`src/design/omdm_pkg.sv`:
```
// Shared types, constants and lookup functions for the omni drive motor mixer.
package omdm_pkg;

  localparam int MAX_MOTORS  = 4;
  localparam int ANGLE_STEPS = 360;
  localparam int MOTOR_IDX_W = 2;

  localparam int CMDQ_DEPTH = 8;
  localparam int CMDQ_AW    = $clog2(CMDQ_DEPTH);
  localparam int OUTQ_DEPTH = 8;
  localparam int OUTQ_AW    = $clog2(OUTQ_DEPTH);

  localparam logic [2:0] REG_MAX_PWM     = 3'd0;
  localparam logic [2:0] REG_MOTOR_COUNT = 3'd1;
  localparam logic [2:0] REG_ANGLE0      = 3'd2;
  localparam logic [2:0] REG_ANGLE1      = 3'd3;
  localparam logic [2:0] REG_ANGLE2      = 3'd4;
  localparam logic [2:0] REG_ANGLE3      = 3'd5;

  // Reciprocal constants for truncating division of bounded unsigned values.
  localparam int DIV5_SHIFT    = 20;
  localparam logic [17:0] DIV5_MUL = 18'((64'd1 << DIV5_SHIFT) / 5 + 1);
  localparam int DIV100_SHIFT  = 24;
  localparam logic [17:0] DIV100_MUL = 18'((64'd1 << DIV100_SHIFT) / 100 + 1);
  localparam int DIV100K_SHIFT = 45;
  localparam logic [28:0] DIV100K_MUL = 29'((64'd1 << DIV100K_SHIFT) / 100000 + 1);
  localparam int DIV20K_SHIFT  = 41;
  localparam logic [26:0] DIV20K_MUL = 27'((64'd1 << DIV20K_SHIFT) / 20000 + 1);

  localparam logic [13:0] QSINE [0:90] = '{
    14'd0,    14'd175,  14'd349,  14'd523,  14'd698,  14'd872,  14'd1045, 14'd1219,
    14'd1392, 14'd1564, 14'd1736, 14'd1908, 14'd2079, 14'd2250, 14'd2419, 14'd2588,
    14'd2756, 14'd2924, 14'd3090, 14'd3256, 14'd3420, 14'd3584, 14'd3746, 14'd3907,
    14'd4067, 14'd4226, 14'd4384, 14'd4540, 14'd4695, 14'd4848, 14'd5000, 14'd5150,
    14'd5299, 14'd5446, 14'd5592, 14'd5736, 14'd5878, 14'd6018, 14'd6157, 14'd6293,
    14'd6428, 14'd6561, 14'd6691, 14'd6820, 14'd6947, 14'd7071, 14'd7193, 14'd7314,
    14'd7431, 14'd7547, 14'd7660, 14'd7771, 14'd7880, 14'd7986, 14'd8090, 14'd8192,
    14'd8290, 14'd8387, 14'd8480, 14'd8572, 14'd8660, 14'd8746, 14'd8829, 14'd8910,
    14'd8988, 14'd9063, 14'd9135, 14'd9205, 14'd9272, 14'd9336, 14'd9397, 14'd9455,
    14'd9511, 14'd9563, 14'd9613, 14'd9659, 14'd9703, 14'd9744, 14'd9781, 14'd9816,
    14'd9848, 14'd9877, 14'd9903, 14'd9925, 14'd9945, 14'd9962, 14'd9976, 14'd9986,
    14'd9994, 14'd9998, 14'd10000
  };

  typedef struct packed {
    logic [8:0]        heading;
    logic [6:0]        speed_percent;
    logic signed [7:0] rotation_percent;
  } in_item_t;

  typedef struct packed {
    logic [MOTOR_IDX_W-1:0] motor_index;
    logic signed [11:0]     drive_value;
    logic                   forward_pin;
    logic                   backward_pin;
    logic [10:0]            duty;
    logic                   last_motor;
  } out_item_t;

  typedef struct packed {
    logic [9:0]                  max_pwm;
    logic [2:0]                  motor_count;
    logic [MAX_MOTORS-1:0][8:0]  angle;
  } cfg_t;

  localparam cfg_t CFG_RESET = '{
    max_pwm:     10'd255,
    motor_count: 3'd4,
    angle:       {9'd315, 9'd225, 9'd135, 9'd45}
  };

  typedef struct packed {
    logic signed [12:0] vx;
    logic signed [12:0] vy;
    logic signed [11:0] rot;
  } cmd_t;

  typedef struct packed {
    logic             empty;
    logic [CMDQ_AW:0] level;
  } cmdq_status_t;

  typedef struct packed {
    logic        neg;
    logic [13:0] mag;
  } sine_sm_t;

  function automatic logic [8:0] angle_wrap(input logic [10:0] x);
    logic [10:0] r;
    if (x >= 11'(2 * ANGLE_STEPS)) begin
      r = x - 11'(2 * ANGLE_STEPS);
    end else if (x >= 11'(ANGLE_STEPS)) begin
      r = x - 11'(ANGLE_STEPS);
    end else begin
      r = x;
    end
    return r[8:0];
  endfunction

  function automatic sine_sm_t sine_sm(input logic [8:0] d);
    sine_sm_t    r;
    logic [8:0]  k;
    r.neg = 1'b0;
    if (d <= 9'd90) begin
      k = d;
    end else if (d <= 9'd180) begin
      k = 9'd180 - d;
    end else if (d <= 9'd270) begin
      k = d - 9'd180;
      r.neg = 1'b1;
    end else begin
      k = 9'd360 - d;
      r.neg = 1'b1;
    end
    r.mag = QSINE[k[6:0]];
    return r;
  endfunction

  function automatic logic signed [14:0] sine_signed(input sine_sm_t s);
    logic signed [14:0] m;
    m = $signed({1'b0, s.mag});
    return s.neg ? -m : m;
  endfunction

endpackage

```
`src/design/omdm_front.sv`:
```
// Front end: accepts move commands and computes the heading vector and rotation share.
module omdm_front (
  input  logic                   clk,
  input  logic                   rst_n,
  input  logic                   push,
  output logic                   full,
  input  omdm_pkg::in_item_t     in_data,
  input  omdm_pkg::cfg_t         cfg,
  input  omdm_pkg::cmdq_status_t q_status,
  output logic                   cmd_wr,
  output omdm_pkg::cmd_t         cmd_wdata
);
  import omdm_pkg::*;

  logic        accept;
  logic [2:0]  inflight;
  logic [7:0]  rot_abs;
  logic [17:0] rot_prod;

  logic        s1_v_r, s2_v_r, s3_v_r, s4_v_r;
  logic [16:0] s1_pmag_r, s1_prot_r;
  logic        s1_rneg_r;
  sine_sm_t    s1_sc_r, s1_ss_r;

  logic [34:0] mag_full, rot_full;
  logic [14:0] s2_mag_r;
  logic [10:0] s2_rabs_r;
  logic        s2_rneg_r;
  sine_sm_t    s2_sc_r, s2_ss_r;

  logic [28:0]        px_full, py_full;
  logic [27:0]        s3_px_r, s3_py_r;
  logic               s3_xneg_r, s3_yneg_r;
  logic signed [11:0] s3_rot_r;

  logic [56:0]        qx_full, qy_full;
  logic [11:0]        s4_qx_r, s4_qy_r;
  logic               s4_xneg_r, s4_yneg_r;
  logic signed [11:0] s4_rot_r;
  logic signed [12:0] vx_pos, vy_pos;

  assign inflight = 3'(s1_v_r) + 3'(s2_v_r) + 3'(s3_v_r) + 3'(s4_v_r);
  assign full = (5'(q_status.level) + 5'(inflight)) >= 5'(CMDQ_DEPTH);
  assign accept = push && !full;

  assign rot_abs = in_data.rotation_percent[7] ? (~in_data.rotation_percent + 8'd1)
                                               : in_data.rotation_percent;
  assign rot_prod = 18'(rot_abs) * 18'(cfg.max_pwm);

  assign mag_full = 35'(s1_pmag_r) * 35'(DIV5_MUL);
  assign rot_full = 35'(s1_prot_r) * 35'(DIV100_MUL);
  assign px_full  = 29'(s2_mag_r) * 29'(s2_sc_r.mag);
  assign py_full  = 29'(s2_mag_r) * 29'(s2_ss_r.mag);
  assign qx_full  = 57'(s3_px_r) * 57'(DIV100K_MUL);
  assign qy_full  = 57'(s3_py_r) * 57'(DIV100K_MUL);

  always_ff @(posedge clk) begin
    if (!rst_n) begin
      s1_v_r <= 1'b0;
      s2_v_r <= 1'b0;
      s3_v_r <= 1'b0;
      s4_v_r <= 1'b0;
    end else begin
      s1_v_r <= accept;
      s2_v_r <= s1_v_r;
      s3_v_r <= s2_v_r;
      s4_v_r <= s3_v_r;
    end
  end

  always_ff @(posedge clk) begin
    s1_pmag_r <= 17'(in_data.speed_percent) * 17'(cfg.max_pwm);
    s1_prot_r <= rot_prod[16:0];
    s1_rneg_r <= in_data.rotation_percent[7];
    s1_sc_r   <= sine_sm(angle_wrap(11'(in_data.heading) + 11'd90));
    s1_ss_r   <= sine_sm(angle_wrap(11'(in_data.heading)));

    s2_mag_r  <= mag_full[34:DIV5_SHIFT];
    s2_rabs_r <= rot_full[34:DIV100_SHIFT];
    s2_rneg_r <= s1_rneg_r;
    s2_sc_r   <= s1_sc_r;
    s2_ss_r   <= s1_ss_r;

    s3_px_r   <= px_full[27:0];
    s3_py_r   <= py_full[27:0];
    s3_xneg_r <= s2_sc_r.neg;
    s3_yneg_r <= s2_ss_r.neg;
    s3_rot_r  <= s2_rneg_r ? -$signed({1'b0, s2_rabs_r}) : $signed({1'b0, s2_rabs_r});

    s4_qx_r   <= qx_full[56:DIV100K_SHIFT];
    s4_qy_r   <= qy_full[56:DIV100K_SHIFT];
    s4_xneg_r <= s3_xneg_r;
    s4_yneg_r <= s3_yneg_r;
    s4_rot_r  <= s3_rot_r;
  end

  assign vx_pos = $signed({1'b0, s4_qx_r});
  assign vy_pos = $signed({1'b0, s4_qy_r});

  assign cmd_wr        = s4_v_r;
  assign cmd_wdata.vx  = s4_xneg_r ? -vx_pos : vx_pos;
  assign cmd_wdata.vy  = s4_yneg_r ? -vy_pos : vy_pos;
  assign cmd_wdata.rot = s4_rot_r;

endmodule

```
`config.mk`:
```
export PLATFORM = sky130hd
export DESIGN_NAME = omdm_front
export DESIGN_NICKNAME = d
export VERILOG_FILES = /design/src/design/omdm_pkg.sv /design/src/design/omdm_front.sv
export SDC_FILE = /design/constraint.sdc
export NUM_CORES = 2
export LEC_CHECK = 0
export BUFFER_PORTS_ARGS = -buffer_cell sky130_fd_sc_hd__buf_2
export CAP_MARGIN = 20
export CORE_MARGIN = 8
export CORE_UTILIZATION = 25
export CTS_BUF_LIST = sky130_fd_sc_hd__clkbuf_8
export DETAILED_ROUTE_END_ITERATION = 10
export PLACE_DENSITY_LB_ADDON = 0.15
export SKIP_CTS_REPAIR_TIMING = 1
export SYNTH_ARGS = -nofsm -noshare
export SYNTH_HDL_FRONTEND = slang
export SYNTH_SLANG_ARGS = --single-unit
```
`constraint.sdc`:
```
create_clock -name clk -period 20.3 [get_ports clk]
set_clock_uncertainty 0.05 [all_clocks]
set_input_delay 1.015 -clock clk [delete_from_list [all_inputs] [get_ports clk]]
set_output_delay 1.015 -clock clk [all_outputs]
set_load 0.005 [all_outputs]
```
After elaboration in Yosys (flattened, before gate mapping)
Memory sizes are Yosys's and may differ from the RTL's. A register that Yosys moved wholly into a read port is not among the register bits.
Index checks and enable logic that the tools add are counted.
{ "word_totals": {"romBits": 3584, "output_inout_bits": 40, "word_cells": 85, "regBits": 206, "in_bits": 81, "memories": 2} }
{ "op_classes": {"order_cmp": 10, "n_mul": 8, "reduce_logical": 2, "add_sub_neg": 18, "n_mux": 15, "bitwise_logic": 3} }
{ "mem_list": {"columns": ["name", "words", "width", "read_ports", "rd_clocked_by_memory_dff", "wr", "line", "rtl"], "rows": [
  ["(name not given)", 128, 14, 1, 1, 0, "omdm_pkg.sv:115", "r.mag = QSINE[k[6:0]];"],
  ["(name not given)", 128, 14, 1, 1, 0, "omdm_pkg.sv:115", null]
]} }
{ "op_table": {"columns": ["cell", "count"], "rows": [
  ["$mul 28x29->57 const B", 2],
  ["$mul 15x14->28", 2],
  ["$mux 7", 6],
  ["$mul 17x18->35 const B", 1],
  ["$mul 17x16->33 const B", 1],
  ["$mux 9", 3],
  ["$mux 13", 2],
  ["$neg 12->13", 2],
  ["$le 9x7->1 const B", 2],
  ["$le 9x8->1 const B", 2],
  ["$le 9x9->1 const B", 2],
  ["$sub 9x9->9 const B", 2],
  ["$mul 7x10->17", 1],
  ["$mul 8x10->17", 1],
  ["$not 7->8", 2],
  ["$sub 6x7->7 const A", 2],
  ["$sub 7x6->7 const B", 2],
  ["$sub 7x7->7 const A", 2],
  ["$neg 11->12", 1],
  ["$mux 11", 1],
  ["$add 9x7->10 const B", 1],
  ["$ge 10x10->1 const B", 1],
  ["$ge 10x9->1 const B", 1],
  ["$ge 9x9->1 const B", 1],
  ["other kinds (12)", 13]
]} }

Logic depth before layout (Yosys ltp)
{ "depth": {"word_depth": 9, "depth_mapped": 29, "ltp_nobuf": 28} }

Worst setup path after synthesis
No wires, ideal clock.
{ "synth_path": {"path_kind": "reg-to-reg", "start": "reg s3_px_r[3]", "end": "reg s4_qx_r[5]", "stages_incl_launch_ff": 29, "path_buffers": 0, "required_ns": 20.178, "path_slack_ns": 13.579, "arrival_time_ns": 6.598, "setup_time_ns": 0.072, "synth_period_minus_slack_ns": 6.721, "path_cell_list": "dfxtp_1 -> inv_1 -> fa_1 -> inv_1 -> ha_1 -> inv_1 -> fa_1 -> fa_1 -> inv_1 -> fa_1 -> fa_1 -> inv_1 -> fa_1 -> inv_1 -> ha_1 -> a21oi_1 -> nor2_1 -> a211o_1 -> a21o_1 -> a21o_1 -> a21o_1 -> a21oi_1 -> o21ai_0 -> o21a_1 -> o211a_1 -> o311a_1 -> o21a_1 -> nor2_1 -> xnor2_1"} }
{ "synth_between": {"elab_chain_len": 1} }
{ "synth_lines": {"columns": ["element", "line", "rtl"], "rows": [
  ["start, declared", "omdm_front.sv:32", "logic [27:0] s3_px_r, s3_py_r;"],
  ["start signal, assigned", "omdm_front.sv:84", "s3_px_r <= px_full[27:0];"],
  ["$mul 28x29->57", "omdm_front.sv:54", "assign qx_full = 57'(s3_px_r) * 57'(DIV100K_MUL);"],
  ["via qx_full[50]", "omdm_front.sv:36", "logic [56:0] qx_full, qy_full;"],
  ["end signal, assigned", "omdm_front.sv:90", "s4_qx_r <= qx_full[56:DIV100K_SHIFT];"],
  ["end, declared", "omdm_front.sv:37", "logic [11:0] s4_qx_r, s4_qy_r;"]
]} }
The timed path passes the listed nets, and every way through them passes these cells.
A chain may end at the register's enable or synchronous reset.

Final worst setup path
{ "layout_path": {"start": "reg s3_py_r[13]", "end": "reg s4_qy_r[11]"} }
{ "layout_between": {"elab_chain_len": 1} }
{ "layout_lines": {"columns": ["element", "line", "rtl"], "rows": [
  ["start, declared", "omdm_front.sv:32", null],
  ["start signal, assigned", "omdm_front.sv:85", "s3_py_r <= py_full[27:0];"],
  ["$mul 28x29->57", "omdm_front.sv:55", "assign qy_full = 57'(s3_py_r) * 57'(DIV100K_MUL);"],
  ["via qy_full[56]", "omdm_front.sv:36", null],
  ["end signal, assigned", "omdm_front.sv:91", "s4_qy_r <= qy_full[56:DIV100K_SHIFT];"],
  ["end, declared", "omdm_front.sv:37", null]
]} }
The timed path passes the listed nets, and every way through them passes these cells.

==> results.json <==
{
  "rows": 184,
  "r2r-start": "s3_py_r[13]",
  "grt_antenna_before_repair": 8,
  "htree_num_levels": 2,
  "drtIter0Drc": 1759,
  "grt_pass1_wl_um": 271000,
  "crit_path_end_kind": "flop",
  "ys_warn_count": 0,
  "syn_to_final_growth_pct": 8.80,
  "dr.pass1.iters": 5,
  "hold_viol_final": 0,
  "postRouteAntennaNets": 0,
  "cp_slowest_cell": "dfxtp_1",
  "clk_latency_ns": 0.80,
  "tightest_slew_ns": 1.12,
  "grt.total_usage_pct": 12.5,
  "maxCapViolations": 0,
  "finalWirelength_um": 167000,
  "synth_nets": 9106,
  "cts_buffers": 55,
  "critPathLaunch": "s3_py_r[13]",
  "fin_crit_sh_pct": 38.4,
  "synth_top_area_share_pct": 36.8,
  "port_buffers": 80,
  "clockRootBuffer": "clkbuf_8",
  "cts_tree": "built",
  "hpwlAfterDp_um": 139000,
  "die_area_um2": 269000,
  "drt-wirelength-per-cell_um": 16.5,
  "syn-cell-area_um2": 63100,
  "stdcell_count": 10100,
  "cp_num_buf_inv": 4,
  "dr_total_vias": 43300,
  "netlist_instances": 6670,
  "synth_area_leader_cell": "fa_1",
  "drc_errors": 0,
  "finalSetupTns_ns": 0,
  "routed.top_layer": "met4",
  "status": "finished clean",
  "place_worst_setup_slack_ns": 12.51,
  "required_ns": 20.97,
  "hold_path.class": "reg2reg",
  "clockBufferDepth": 3,
  "syn_avg_cell_area_um2": 9.46,
  "path_class": "reg2reg",
  "dp.cells": 9973,
  "fp.dieW_um": 518,
  "wl_met2_um": 77400,
  "path_clk_slew_ns": 0.07,
  "drive_gt1_share_pct": 4.65,
  "min_period_ns": 7.79,
  "rsz0062_at_grt": "false",
  "final_area_um2": 68700,
  "setup_viol": 0,
  "ys_ff_latch": 234,
  "cp-start-kind": "flop",
  "viasPerCell": 4.30,
  "synth-edff-count": 0,
  "fin_ws_ns": 12.51,
  "overflow": 0,
  "design.portCount": 121,
  "core_um2": 251000,
  "final_nets": 9118,
  "crit_fanout": 8,
  "dpl-instance-area_um2": 67400,
  "final_cell_mix": "1,779 x inv_1, 1,195 x ha_1, 1,160 x fa_1, 467 x nand2_1, 259 x and2_1",
  "synth.distinct_cells": 115,
  "synthArstFlopShare_pct": 0,
  "cts.sinks": 234,
  "wl_met3_um": 4650,
  "synth_area_leaders": "fa_1 37%, ha_1 24%, inv_1 11%, dfxtp_1 7.4%, nand2_1 2.8%",
  "final_common_cell": "inv_1",
  "holdCritStartpoint": "s1_sc_r[10]",
  "critical-path-top-delay-family": "adder cells",
  "timing.fmax_mhz": 128,
  "synth-main-ff-cell": "dfxtp_1",
  "grt_pass1_vias": 48200,
  "slowest_delay_ns": 0.88,
  "grt_max_degree": 53,
  "synth-seq-area-share_pct": 7.42,
  "drv_slew": 0,
  "start_util_pct": 25.1,
  "met1_length_um": 81500,
  "crit_top_cell": "fa_1",
  "die_y_um": 518,
  "crit_arrival_ns": 8.46,
  "relSlewSlack_pct": 25.3,
  "gp_congestion": 0.823
}
[path summary, 6_finish.rpt]
check             depth (start not counted)  slack [ns]          end
hold reg to reg                           0        0.25  s2_sc_r[10]
setup / recovery                         25       12.51  s4_qy_r[11]
hold / removal                            0        0.25  s2_sc_r[10]
setup reg to reg                         25       12.51  s4_qy_r[11]
[layout make-up]
cell class                 count  area [um2]
fill                       26900      182000
timing repair buffer         129         773
clock inverter                38         438
clock buffer                  62         853
multi-input combinational   4483       51000
tap                         3348        4190
sequential                   234        4690
inverter                    1779        6680
antenna                        2        5.00
[metal layers]
| layer | vias up | track usage (%) |
|---|---|---|
| met4 | 0 | 2.41 |
| met2 | 596 | 20.9 |
| met1 | 21700 | 17.6 |
| li1 | 20800 | - |
| met3 | 133 | 1.15 |
| met5 | - | 0 |
[per-stage QoR]
step	hold WS (ns)	util [%]
after global routing	0.270	27.3
after CTS	0.234	27.3
final	0.253	27.3
after floorplan	0.260	-
after global placement	0.262	26.8
after detailed placement	0.262	26.8
[cells in the mapped netlist, drive strengths merged, types with 34 or more instances]
cell and n:
o21ai 134, xnor2 146, inv 1778, nor2 178
buf 48, nand2 469, and2 259, a21oi 184
nand3 52, a211oi 35, dfxtp 234, a21o 58
xor2 38, nor2b 34, nor3 59, fa 1160
clkbuf 126, ha 1195
[state kept, by name, indices dropped and copies added, names as in the netlist, 15 cells and up]
name and cells:
s2_ss_r 15, s1_ss_r 15, s1_sc_r 15, s2_mag_r 15, s1_pmag_r 17, s3_px_r 28, s1_prot_r 17, s2_sc_r 15
s3_py_r 28
[kinds of logic (layout without fill, tap and decap cells)]
logic type | after synthesis | count (layout) | share of synthesized area, %
other cells | 0 | 2 | 0
buf+inv | 1953 | 2008 | 11.8
flops | 234 | 234 | 7.42
compound gates | 742 | 742 | 8.24
fa+ha+maj | 2355 | 2355 | 60.5
simple gates | 1193 | 1193 | 9.27
mux | 9 | 9 | 0.214
xor+xnor | 184 | 184 | 2.62
[worst reg2reg max path: cells and delay by family, from the launching register on]
| family | cells | cell delay [ns] |
|---|---|---|
| compound gates | 9 | 1.99 |
| xor+xnor | 1 | 0.12 |
| fa+ha+maj | 8 | 3.78 |
| buf+inv | 4 | 0.24 |
| flops | 1 | 0.88 |
| simple gates | 3 | 0.65 |
Power is not shown: default switching activity piles up to over one toggle a cycle in this logic, so the estimate is an artifact.
