===== src/design/omdm_pkg.sv =====
// Shared types, constants and lookup functions for the omni drive motor mixer.
package omdm_pkg;

  localparam int MAX_MOTORS  = 4;
  localparam int ANGLE_STEPS = 360;
  localparam int MOTOR_IDX_W = 2;

  localparam int CMDQ_DEPTH = 8;
  localparam int CMDQ_AW    = $clog2(CMDQ_DEPTH);
  localparam int OUTQ_DEPTH = 8;
  localparam int OUTQ_AW    = $clog2(OUTQ_DEPTH);

  localparam logic [2:0] REG_MAX_PWM     = 3'd0;
  localparam logic [2:0] REG_MOTOR_COUNT = 3'd1;
  localparam logic [2:0] REG_ANGLE0      = 3'd2;
  localparam logic [2:0] REG_ANGLE1      = 3'd3;
  localparam logic [2:0] REG_ANGLE2      = 3'd4;
  localparam logic [2:0] REG_ANGLE3      = 3'd5;

  // Reciprocal constants for truncating division of bounded unsigned values.
  localparam int DIV5_SHIFT    = 20;
  localparam logic [17:0] DIV5_MUL = 18'((64'd1 << DIV5_SHIFT) / 5 + 1);
  localparam int DIV100_SHIFT  = 24;
  localparam logic [17:0] DIV100_MUL = 18'((64'd1 << DIV100_SHIFT) / 100 + 1);
  localparam int DIV100K_SHIFT = 45;
  localparam logic [28:0] DIV100K_MUL = 29'((64'd1 << DIV100K_SHIFT) / 100000 + 1);
  localparam int DIV20K_SHIFT  = 41;
  localparam logic [26:0] DIV20K_MUL = 27'((64'd1 << DIV20K_SHIFT) / 20000 + 1);

  localparam logic [13:0] QSINE [0:90] = '{
    14'd0,    14'd175,  14'd349,  14'd523,  14'd698,  14'd872,  14'd1045, 14'd1219,
    14'd1392, 14'd1564, 14'd1736, 14'd1908, 14'd2079, 14'd2250, 14'd2419, 14'd2588,
    14'd2756, 14'd2924, 14'd3090, 14'd3256, 14'd3420, 14'd3584, 14'd3746, 14'd3907,
    14'd4067, 14'd4226, 14'd4384, 14'd4540, 14'd4695, 14'd4848, 14'd5000, 14'd5150,
    14'd5299, 14'd5446, 14'd5592, 14'd5736, 14'd5878, 14'd6018, 14'd6157, 14'd6293,
    14'd6428, 14'd6561, 14'd6691, 14'd6820, 14'd6947, 14'd7071, 14'd7193, 14'd7314,
    14'd7431, 14'd7547, 14'd7660, 14'd7771, 14'd7880, 14'd7986, 14'd8090, 14'd8192,
    14'd8290, 14'd8387, 14'd8480, 14'd8572, 14'd8660, 14'd8746, 14'd8829, 14'd8910,
    14'd8988, 14'd9063, 14'd9135, 14'd9205, 14'd9272, 14'd9336, 14'd9397, 14'd9455,
    14'd9511, 14'd9563, 14'd9613, 14'd9659, 14'd9703, 14'd9744, 14'd9781, 14'd9816,
    14'd9848, 14'd9877, 14'd9903, 14'd9925, 14'd9945, 14'd9962, 14'd9976, 14'd9986,
    14'd9994, 14'd9998, 14'd10000
  };

  typedef struct packed {
    logic [8:0]        heading;
    logic [6:0]        speed_percent;
    logic signed [7:0] rotation_percent;
  } in_item_t;

  typedef struct packed {
    logic [MOTOR_IDX_W-1:0] motor_index;
    logic signed [11:0]     drive_value;
    logic                   forward_pin;
    logic                   backward_pin;
    logic [10:0]            duty;
    logic                   last_motor;
  } out_item_t;

  typedef struct packed {
    logic [9:0]                  max_pwm;
    logic [2:0]                  motor_count;
    logic [MAX_MOTORS-1:0][8:0]  angle;
  } cfg_t;

  localparam cfg_t CFG_RESET = '{
    max_pwm:     10'd255,
    motor_count: 3'd4,
    angle:       {9'd315, 9'd225, 9'd135, 9'd45}
  };

  typedef struct packed {
    logic signed [12:0] vx;
    logic signed [12:0] vy;
    logic signed [11:0] rot;
  } cmd_t;

  typedef struct packed {
    logic             empty;
    logic [CMDQ_AW:0] level;
  } cmdq_status_t;

  typedef struct packed {
    logic        neg;
    logic [13:0] mag;
  } sine_sm_t;

  function automatic logic [8:0] angle_wrap(input logic [10:0] x);
    logic [10:0] r;
    if (x >= 11'(2 * ANGLE_STEPS)) begin
      r = x - 11'(2 * ANGLE_STEPS);
    end else if (x >= 11'(ANGLE_STEPS)) begin
      r = x - 11'(ANGLE_STEPS);
    end else begin
      r = x;
    end
    return r[8:0];
  endfunction

  function automatic sine_sm_t sine_sm(input logic [8:0] d);
    sine_sm_t    r;
    logic [8:0]  k;
    r.neg = 1'b0;
    if (d <= 9'd90) begin
      k = d;
    end else if (d <= 9'd180) begin
      k = 9'd180 - d;
    end else if (d <= 9'd270) begin
      k = d - 9'd180;
      r.neg = 1'b1;
    end else begin
      k = 9'd360 - d;
      r.neg = 1'b1;
    end
    r.mag = QSINE[k[6:0]];
    return r;
  endfunction

  function automatic logic signed [14:0] sine_signed(input sine_sm_t s);
    logic signed [14:0] m;
    m = $signed({1'b0, s.mag});
    return s.neg ? -m : m;
  endfunction

endpackage


===== src/design/omdm_back.sv =====
// Back end: projects each command onto the wheel axes and queues one result per motor.
module omdm_back (
  input  logic                   clk,
  input  logic                   rst_n,
  input  omdm_pkg::cfg_t         cfg,
  input  omdm_pkg::cmdq_status_t q_status,
  input  omdm_pkg::cmd_t         cmd_head,
  output logic                   cmd_rd,
  input  logic                   pop,
  output logic                   empty,
  output omdm_pkg::out_item_t    out_data
);
  import omdm_pkg::*;

  logic                   active_r, active_nxt;
  logic [MOTOR_IDX_W-1:0] motor_r, motor_nxt;
  logic [2:0]             count_r, count_nxt;
  cmd_t                   cur_r, cur_nxt;
  logic [2:0]             eff_count;
  logic [2:0]             inflight;
  logic                   credit_ok, issue, issue_last;
  logic [8:0]             angle;

  logic                   b1_v_r, b2_v_r, b3_v_r, b4_v_r;
  logic signed [12:0]     b1_vx_r, b1_vy_r;
  logic signed [14:0]     b1_ax_r, b1_ay_r;
  logic signed [11:0]     b1_rot_r, b2_rot_r, b3_rot_r, b4_rot_r;
  logic [MOTOR_IDX_W-1:0] b1_idx_r, b2_idx_r, b3_idx_r, b4_idx_r;
  logic                   b1_last_r, b2_last_r, b3_last_r, b4_last_r;

  logic signed [27:0] px_full, py_full;
  logic signed [25:0] b2_px_r, b2_py_r;
  logic signed [26:0] sum;
  logic [26:0]        sum_neg;
  logic [25:0]        b3_abs_r;
  logic               b3_neg_r, b4_neg_r;
  logic [52:0]        b4_prod_r;

  logic [11:0]        q;
  logic signed [12:0] vq, v, v_neg;
  out_item_t          res;

  out_item_t          omem_r [OUTQ_DEPTH];
  logic [OUTQ_AW-1:0] owptr_r, orptr_r;
  logic [OUTQ_AW:0]   olevel_r, olevel_nxt;
  logic               oread;

  assign eff_count = (cfg.motor_count > 3'(MAX_MOTORS)) ? 3'(MAX_MOTORS) : cfg.motor_count;
  assign inflight  = 3'(b1_v_r) + 3'(b2_v_r) + 3'(b3_v_r) + 3'(b4_v_r);
  assign credit_ok = (5'(olevel_r) + 5'(inflight)) < 5'(OUTQ_DEPTH);
  assign issue      = active_r && credit_ok;
  assign issue_last = issue && ((3'(motor_r) + 3'd1) == count_r);
  assign cmd_rd     = (!active_r || issue_last) && !q_status.empty;

  always_comb begin
    active_nxt = active_r;
    motor_nxt  = motor_r;
    count_nxt  = count_r;
    cur_nxt    = cur_r;
    if (cmd_rd) begin
      active_nxt = (eff_count != 3'd0);
      motor_nxt  = '0;
      count_nxt  = eff_count;
      cur_nxt    = cmd_head;
    end else if (issue_last) begin
      active_nxt = 1'b0;
    end else if (issue) begin
      motor_nxt = motor_r + 1'b1;
    end
  end

  always_ff @(posedge clk) begin
    if (!rst_n) begin
      active_r <= 1'b0;
      motor_r  <= '0;
      count_r  <= '0;
    end else begin
      active_r <= active_nxt;
      motor_r  <= motor_nxt;
      count_r  <= count_nxt;
    end
  end

  always_ff @(posedge clk) begin
    cur_r <= cur_nxt;
  end

  assign angle = cfg.angle[motor_r];

  assign px_full = 28'(b1_vx_r) * 28'(b1_ax_r);
  assign py_full = 28'(b1_vy_r) * 28'(b1_ay_r);
  assign sum     = 27'(b2_px_r) + 27'(b2_py_r);
  assign sum_neg = -sum;

  always_ff @(posedge clk) begin
    if (!rst_n) begin
      b1_v_r <= 1'b0;
      b2_v_r <= 1'b0;
      b3_v_r <= 1'b0;
      b4_v_r <= 1'b0;
    end else begin
      b1_v_r <= issue;
      b2_v_r <= b1_v_r;
      b3_v_r <= b2_v_r;
      b4_v_r <= b3_v_r;
    end
  end

  always_ff @(posedge clk) begin
    b1_vx_r   <= cur_r.vx;
    b1_vy_r   <= cur_r.vy;
    b1_ax_r   <= sine_signed(sine_sm(angle_wrap(11'(angle) + 11'd540)));
    b1_ay_r   <= sine_signed(sine_sm(angle_wrap(11'(angle) + 11'd450)));
    b1_rot_r  <= cur_r.rot;
    b1_idx_r  <= motor_r;
    b1_last_r <= issue_last;

    b2_px_r   <= px_full[25:0];
    b2_py_r   <= py_full[25:0];
    b2_rot_r  <= b1_rot_r;
    b2_idx_r  <= b1_idx_r;
    b2_last_r <= b1_last_r;

    b3_neg_r  <= sum[26];
    b3_abs_r  <= sum[26] ? sum_neg[25:0] : sum[25:0];
    b3_rot_r  <= b2_rot_r;
    b3_idx_r  <= b2_idx_r;
    b3_last_r <= b2_last_r;

    b4_prod_r <= 53'(b3_abs_r) * 53'(DIV20K_MUL);
    b4_neg_r  <= b3_neg_r;
    b4_rot_r  <= b3_rot_r;
    b4_idx_r  <= b3_idx_r;
    b4_last_r <= b3_last_r;
  end

  assign q     = b4_prod_r[52:DIV20K_SHIFT];
  assign vq    = b4_neg_r ? -$signed({1'b0, q}) : $signed({1'b0, q});
  assign v     = vq + 13'(b4_rot_r);
  assign v_neg = -v;

  always_comb begin
    res.motor_index  = b4_idx_r;
    res.drive_value  = v[11:0];
    res.forward_pin  = !v[12] && (v != '0);
    res.backward_pin = v[12] || (v == '0);
    res.duty         = v[12] ? v_neg[10:0] : v[10:0];
    res.last_motor   = b4_last_r;
  end

  assign oread = pop && !empty;

  always_comb begin
    olevel_nxt = olevel_r;
    if (b4_v_r && !oread) begin
      olevel_nxt = olevel_r + 1'b1;
    end else if (oread && !b4_v_r) begin
      olevel_nxt = olevel_r - 1'b1;
    end
  end

  always_ff @(posedge clk) begin
    if (!rst_n) begin
      owptr_r  <= '0;
      orptr_r  <= '0;
      olevel_r <= '0;
    end else begin
      if (b4_v_r) begin
        owptr_r <= owptr_r + 1'b1;
      end
      if (oread) begin
        orptr_r <= orptr_r + 1'b1;
      end
      olevel_r <= olevel_nxt;
    end
  end

  always_ff @(posedge clk) begin
    if (b4_v_r) begin
      omem_r[owptr_r] <= res;
    end
  end

  assign empty    = (olevel_r == '0);
  assign out_data = omem_r[orptr_r];

endmodule


===== config.mk =====
export PLATFORM = sky130hd
export DESIGN_NAME = omdm_back
export DESIGN_NICKNAME = d
export VERILOG_FILES = /design/src/design/omdm_pkg.sv /design/src/design/omdm_back.sv
export SDC_FILE = /design/constraint.sdc
export NUM_CORES = 2
export LEC_CHECK = 0
export BUFFER_PORTS_ARGS = -buffer_cell sky130_fd_sc_hd__buf_4
export CELL_PAD_IN_SITES_DETAIL_PLACEMENT = 1
export CELL_PAD_IN_SITES_GLOBAL_PLACEMENT = 1
export CORE_ASPECT_RATIO = 1.2
export CORE_MARGIN = 3
export CORE_UTILIZATION = 45
export DETAILED_ROUTE_END_ITERATION = 10
export GPL_TIMING_DRIVEN = 0
export PLACE_DENSITY = 0.83
export REMOVE_ABC_BUFFERS = 1
export SYNTH_ARGS = -nofsm -noshare
export SYNTH_HDL_FRONTEND = slang
export SYNTH_SLANG_ARGS = --single-unit

===== constraint.sdc =====
create_clock -name clk -period 9.9 [get_ports clk]
set_input_delay 1.98 -clock clk [delete_from_list [all_inputs] [get_ports clk]]
set_output_delay 1.98 -clock clk [all_outputs]
set_load 0.1 [all_outputs]

# Word-level counts from Yosys, hierarchy flattened
# Memory sizes are Yosys's and may differ from the RTL's. A register that Yosys moved wholly into a read port is not among the register bits.
# Cells that the tools add are included.
dict set report word_totals {
  elab_cells 149
  output_inout_bits 30
  in_bits 95
  mem_bits_ro 3584
  latch_bits 0
  memories 3
  mem_bits_rw 224
  reg_bits 307
}
dict set report classes {
  n_eq_ne 1
  n_shift 0
  order_cmp 15
  addsub 29
  n_bitwise 4
  n_reduce_logical 23
  muxes 34
  multipliers 3
  div 0
}
# name words width rd rd_clocked_by_memory_dff write_ports line
set mem_list {}
lappend mem_list {{(name not given)} 128 14 1 0 0 omdm_pkg.sv:115} ;# r.mag = QSINE[k[6:0]];
lappend mem_list {{(name not given)} 128 14 1 0 0 omdm_pkg.sv:115}
lappend mem_list {omem_r 8 28 1 1 1 omdm_back.sv:43} ;# out_item_t omem_r [OUTQ_DEPTH];
# operator n
set ops {}
lappend ops {{$mux 14} 6}
lappend ops {{$mul 26x27->53 const B} 1}
lappend ops {{$mul 13x15->26} 2}
lappend ops {{$mux 9} 5}
lappend ops {{$mux 7} 6}
lappend ops {{$neg 14->15} 2}
lappend ops {{$add 26x26->27} 1}
lappend ops {{$mux 26} 1}
lappend ops {{$neg 26->26} 1}
lappend ops {{$bmux 9 s2} 1}
lappend ops {{$le 9x7->1 const B} 2}
lappend ops {{$le 9x8->1 const B} 2}
lappend ops {{$le 9x9->1 const B} 2}
lappend ops {{$sub 9x8->9 const B} 2}
lappend ops {{$sub 9x9->9 const B} 2}
lappend ops {{$ge 8x8->1 const B} 2}
lappend ops {{$not 7->8} 2}
lappend ops {{$sub 6x7->7 const A} 2}
lappend ops {{$sub 7x6->7 const B} 2}
lappend ops {{$sub 7x7->7 const A} 2}
lappend ops {{$add 13x12->13} 1}
lappend ops {{$logic_not 13->1} 1}
lappend ops {{$mux 13} 1}
lappend ops {{$neg 12->13} 1}
lappend ops {{34 further kinds} 59}

# Depth between registers and ports, before layout
dict set report depth {
  word_depth 16
  ltp_mapped 36
}

# Worst setup path before layout
# No wires, ideal clock.
dict set report synth_path {
  path_type {input -> register}
  startpoint {in cfg[27] (netlist name)}
  endpoint {reg b1_ax_r[10]}
  n_path_buf 4
  required_time_ns 9.775
  setup_slack_ns 1.279
  cell_stages 30
  setup_time_ns 0.125
  t_arrival_ns 8.496
  path_cell_list {mux4_2 inv_1 clkbuf_1 clkbuf_1 buf_1 ha_1 nand4_1 o31ai_2 o2bb2ai_1 nor2_1 inv_1 a31oi_1 o21ai_0 a21oi_1 mux2_2 buf_2 ha_1 inv_1 o21ai_0 a221o_1 nor2_1 a221o_1 a21oi_1 o211a_1 inv_1 ha_1 inv_1 a211oi_1 a31oi_1 xor2_1}
}
dict set report synth_via {
  elab_chain_cells 16
  word_cells_on_any_way 26
  classes_between {7 x add/sub; 5 x order compare; 12 x mux; 1 x bitwise; 1 x memory}
}
# item line
set synth_lines {}
lappend synth_lines {{start: declaration} omdm_back.sv:5} ;# input omdm_pkg::cfg_t cfg,
lappend synth_lines {{$bmux 9 s2 (*)} omdm_back.sv:88} ;# assign angle = cfg.angle[motor_r];
lappend synth_lines {{$mux 9 (not written as such) (*)} omdm_back.sv:88}
lappend synth_lines {{$add 9x10->11 (*)} omdm_back.sv:112} ;# b1_ax_r <= sine_signed(sine_sm(angle_wrap(11'(angle) + 11'd540)));
lappend synth_lines {{$sub 9x9->9 or $ge 11x9->1 (tied branches)} {omdm_pkg.sv:93, omdm_pkg.sv:92}}
lappend synth_lines {{$mux 9} omdm_pkg.sv:92} ;# end else if (x >= 11'(ANGLE_STEPS)) begin
lappend synth_lines {{$mux 9 (*)} omdm_pkg.sv:90} ;# if (x >= 11'(2 * ANGLE_STEPS)) begin
lappend synth_lines {{$le 9x9->1, or another cell as far along} omdm_pkg.sv:108} ;# end else if (d <= 9'd270) begin
lappend synth_lines {{$mux 7} omdm_pkg.sv:108}
lappend synth_lines {{$mux 7} omdm_pkg.sv:106} ;# end else if (d <= 9'd180) begin
lappend synth_lines {{$mux 7} omdm_pkg.sv:104} ;# if (d <= 9'd90) begin
lappend synth_lines {{$not 7->8 (not written as such)} omdm_pkg.sv:115}
lappend synth_lines {{$mem_v2 128x14} -}
lappend synth_lines {{$mux 14 (not written as such) (2 in series)} omdm_pkg.sv:115}
lappend synth_lines {{$neg 14->15} omdm_pkg.sv:122} ;# return s.neg ? -m : m;
lappend synth_lines {{$mux 14 (*)} omdm_pkg.sv:122}
lappend synth_lines {{end signal: assignment} omdm_back.sv:112}
lappend synth_lines {{end: declaration} omdm_back.sv:26} ;# logic signed [14:0] b1_ax_r, b1_ay_r;
# Every way passes the cells marked *; elsewhere a longest branch is shown, timed or not. The select of a mux whose other input is x is not followed.
# A chain may end at the register's enable or synchronous reset.

# Final worst setup path
dict set report layout_path {
  startpoint {in cfg[2] (netlist name)}
  endpoint {reg b1_ay_r[8]}
}
dict set report layout_via {
  elab_chain_cells 16
  word_cells_on_any_way 26
  classes_between {7 x add/sub; 5 x order compare; 12 x mux; 1 x bitwise; 1 x memory}
}
# item line
set layout_lines {}
lappend layout_lines {{$bmux 9 s2 (*)} omdm_back.sv:88}
lappend layout_lines {{$mux 9 (not written as such) (*)} omdm_back.sv:88}
lappend layout_lines {{$add 9x9->10 (*)} omdm_back.sv:113} ;# b1_ay_r <= sine_signed(sine_sm(angle_wrap(11'(angle) + 11'd450)));
lappend layout_lines {{$sub 9x9->9 or $ge 10x9->1 (tied branches)} {omdm_pkg.sv:93, omdm_pkg.sv:92}}
lappend layout_lines {{$mux 9} omdm_pkg.sv:92}
lappend layout_lines {{$mux 9 (*)} omdm_pkg.sv:90}
lappend layout_lines {{$le 9x9->1, or another cell as far along} omdm_pkg.sv:108}
lappend layout_lines {{$mux 7} omdm_pkg.sv:108}
lappend layout_lines {{$mux 7} omdm_pkg.sv:106}
lappend layout_lines {{$mux 7} omdm_pkg.sv:104}
lappend layout_lines {{$not 7->8 (not written as such)} omdm_pkg.sv:115}
lappend layout_lines {{$mem_v2 128x14} -}
lappend layout_lines {{$mux 14 (not written as such) (2 in series)} omdm_pkg.sv:115}
lappend layout_lines {{$neg 14->15} omdm_pkg.sv:122}
lappend layout_lines {{$mux 14 (*)} omdm_pkg.sv:122}
lappend layout_lines {{end signal: assignment} omdm_back.sv:113}
lappend layout_lines {{end: declaration} omdm_back.sv:26}
# Marked as above.

==> out/summary.txt <==
=====================================================================================
Critical path data arrival time                                               9.92 ns
Max-Slew Margin vs Limit                                                        4.81%
Number of synthesized flops with an enable pin                                    254
Maximum number of pins on one net before global-route repair                       55
Data required, critical path                                                 10.39 ns
Commonest non-fill, non-tap cell in the layout                                  inv_1
Mean instance size in the synthesized netlist                              10.5 sq um
Placeable Area                                                           110000 sq um
Design Area, Final                                                        54100 sq um
Worst R2R Start                                                            motor_r[1]
Standard cell area after detailed placement                               52200 sq um
Wire per inst                                                            23.7 microns
Final period util                                                               95.3%
Cell count after placement                                                       6204
Final number of hold-violating endpoints                                            0
TritonCTS Sinks                                                                   485
Outcome                                                                  finished clean
Global route total overflow                                                         0
Most frequent cells in the layout                                        inv_1, fa_1, ha_1, nand2_1, edfxtp_1
Maximum number of buffers from clock root to sink                                   3
Gate count of the mapped netlist                                                 4778
Slack of the worst reg-to-reg path                                            1.01 ns
Critical Setup Path Class                                                   in -> reg
Ports                                                                             125
Kind of end point of the critical path                                       register
Hold Crit Class                                                            reg -> reg
Fraction of the yosys area taken by sequential cells                            24.5%
Placed wire-length estimate                                              112000 microns
Clock skew                                                                  0.0511 ns
Syn. warnings                                                                       0
CP Launch Type                                                           primary input
Root buffer cell                                                            clkbuf_16
Vias in the first global route                                                  41600
Leading register cell type out of synthesis                                  edfxtp_1
Total number of H-tree levels                                                       2
Achievable Freq                                                             0.106 GHz
Delay of the slowest cell on the worst path                                   0.47 ns
Row count                                                                         133
Clock period minus worst slack                                                9.43 ns
Flops & latches, synth                                                            485
Clock tree from TritonCTS                                                       built
Drt first pass iters                                                                5
Largest driver fanout on the critical path                                         20
Total global routing track utilization                                          26.3%
Initial DRC count                                                                2586
Reg-to-reg endpoint                                                        b1_ax_r[8]
Final Core Density                                                              49.2%
Critical Path Sink                                                         b1_ay_r[8]
GR met2 Demand/Resource                                                         49.2%
Number of distinct library cells after synthesis                                  118
Crit path launch                                                               cfg[2]
Worst Max-Slew Pin Slew                                                       1.42 ns
Worst skew pair latency                                                       0.64 ns
Gp weighted congestion                                                          0.939
Master of the slowest instance on the critical path                              ha_2
Count of nets after finishing                                                    6015
Async SR Flop Fraction                                                             0%
Post-route ant nets                                                                 0
Busiest layer in global routing                                                  met2
Wire length of the first global-routing pass                             235000 microns
Max Slew Vio Count                                                                  0
Die height                                                                371 microns
Wire length after detailed routing                                       149000 microns
Met1 GRT Util                                                                   28.5%
Die Area                                                                 115000 sq um
Starting density of the core                                                    45.5%
GR met3 Demand/Resource                                                         3.50%
Number of maximum-capacitance constraint violations                                 0
Accumulated negative setup slack                                                 0 ns
DRC viols                                                                           0
Ratio of cells with drive above 1 in the final layout                           8.84%
PortBufs                                                                          110
Via Count                                                                       36400
Post-Synthesis Cell Area                                                  50000 sq um
Number of vias per cell after detailed routing                                   5.77
Clock-pin slew of the registers on the worst-case setup and hold paths        0.06 ns
Number of clock buffers inserted by TritonCTS                                      52
Non-filler cells, final                                                          6304
FF-to-FF path depth                                                                28
X dimension of the die                                                    310 microns
Number of antenna violations at the first check in global routing                   1
Synth-to-layout area growth                                                     8.23%
Finish-stage setup viols                                                            0
=====================================================================================
[critical path, delay by kind of cell]
kind	cells	cell delay [ns]
AND/OR/NAND/NOR	6	1.23
buffers and inverters	5	1.07
AO/OA/AOI/OAI	10	2.69
XOR/XNOR	2	0.48
multiplexers	3	1.10
adder cells (fa/ha/maj)	4	1.30
[timing repair]
action / 4_1_cts / 5_1_grt
pin swaps: 0 / 1
buffers inserted: 0 / 0
setup endpoints to repair: 16 / 22
gates cloned: 0 / 1
hold endpoints to repair: 0 / 0
resized for setup: 6 / 16
hold buffers: 0 / 0
[worst min path at each step]
stage                 from     endpoint  depth (start not counted)
4_1_cts        b2_rot_r[4]  b3_rot_r[4]                          0
3_3_place_gp   b2_rot_r[5]  b3_rot_r[5]                          0
5_1_grt        b1_rot_r[8]  b2_rot_r[8]                          0
6_report         b2_last_r    b3_last_r                          0
2_1_floorplan  b1_idx_r[0]  b2_idx_r[0]                          0
3_5_place_dp   b2_idx_r[1]  b3_idx_r[1]                          0
[routing by layer]
layer  routed length, microns  vias up
met1                    52900    18700
li1                         -    15900
met3                     7200      537
met4                     9670        0
met5                        0        -
met2                    79600     1286
[through the flow]
| stage | hold WS, ns | worst slack, ns |
|---|---|---|
| floorplan | 0.310 | -0.00853 |
| global placement | 0.310 | -3.57 |
| detailed placement | 0.313 | -1.09 |
| CTS | 0.330 | 0.0383 |
| global route | 0.332 | -0.0114 |
| finish | 0.328 | 0.469 |
[layout make-up]
type / instances / area, sq um
fill: 11900 / 55900
timing repair buffer: 134 / 1250
clock buffer: 59 / 1360
inverter: 892 / 3360
tap: 1485 / 1860
multi-input combinational: 3209 / 33600
clock inverter: 39 / 418
antenna: 1 / 2.50
sequential: 485 / 12300
[Yosys cell counts, types with 74 or more instances]
master	number	share of area [%]
nand3_1	74	0.74
xnor2_1	153	2.7
o21ai_0	82	0.82
a21oi_1	171	1.7
nand2_1	349	2.6
ha_1	493	12
and2_1	160	2.0
dfxtp_1	231	9.2
nor2_1	150	1.1
inv_1	888	6.7
clkbuf_1	120	0.90
fa_1	653	26
edfxtp_1	254	15
[registers in the layout, summed over array words and instances (netlist names), 13 cells and up, named ones only]
signal / count
b1_vx_r: 13
omem_r: 216
b2_px_r: 26
b2_py_r: 26
b1_ay_r: 15
b1_ax_r: 15
cur_r: 38
b3_abs_r: 26
b1_vy_r: 13
[kinds of logic after synthesis]
group / after synthesis / synth area share (%)
AOI/OAI and AO/OA: 724 / 10.4
xor gates and xnor gates: 207 / 3.64
adders and majority gates: 1146 / 38.5
buffers and inverters: 1085 / 8.65
DFF: 485 / 24.5
muxes: 136 / 4.38
and+or+nand+nor: 995 / 9.91
Power is left out: the tool's default activity adds up to more than one toggle a clock period on the data nets, which glitch-free logic cannot reach.
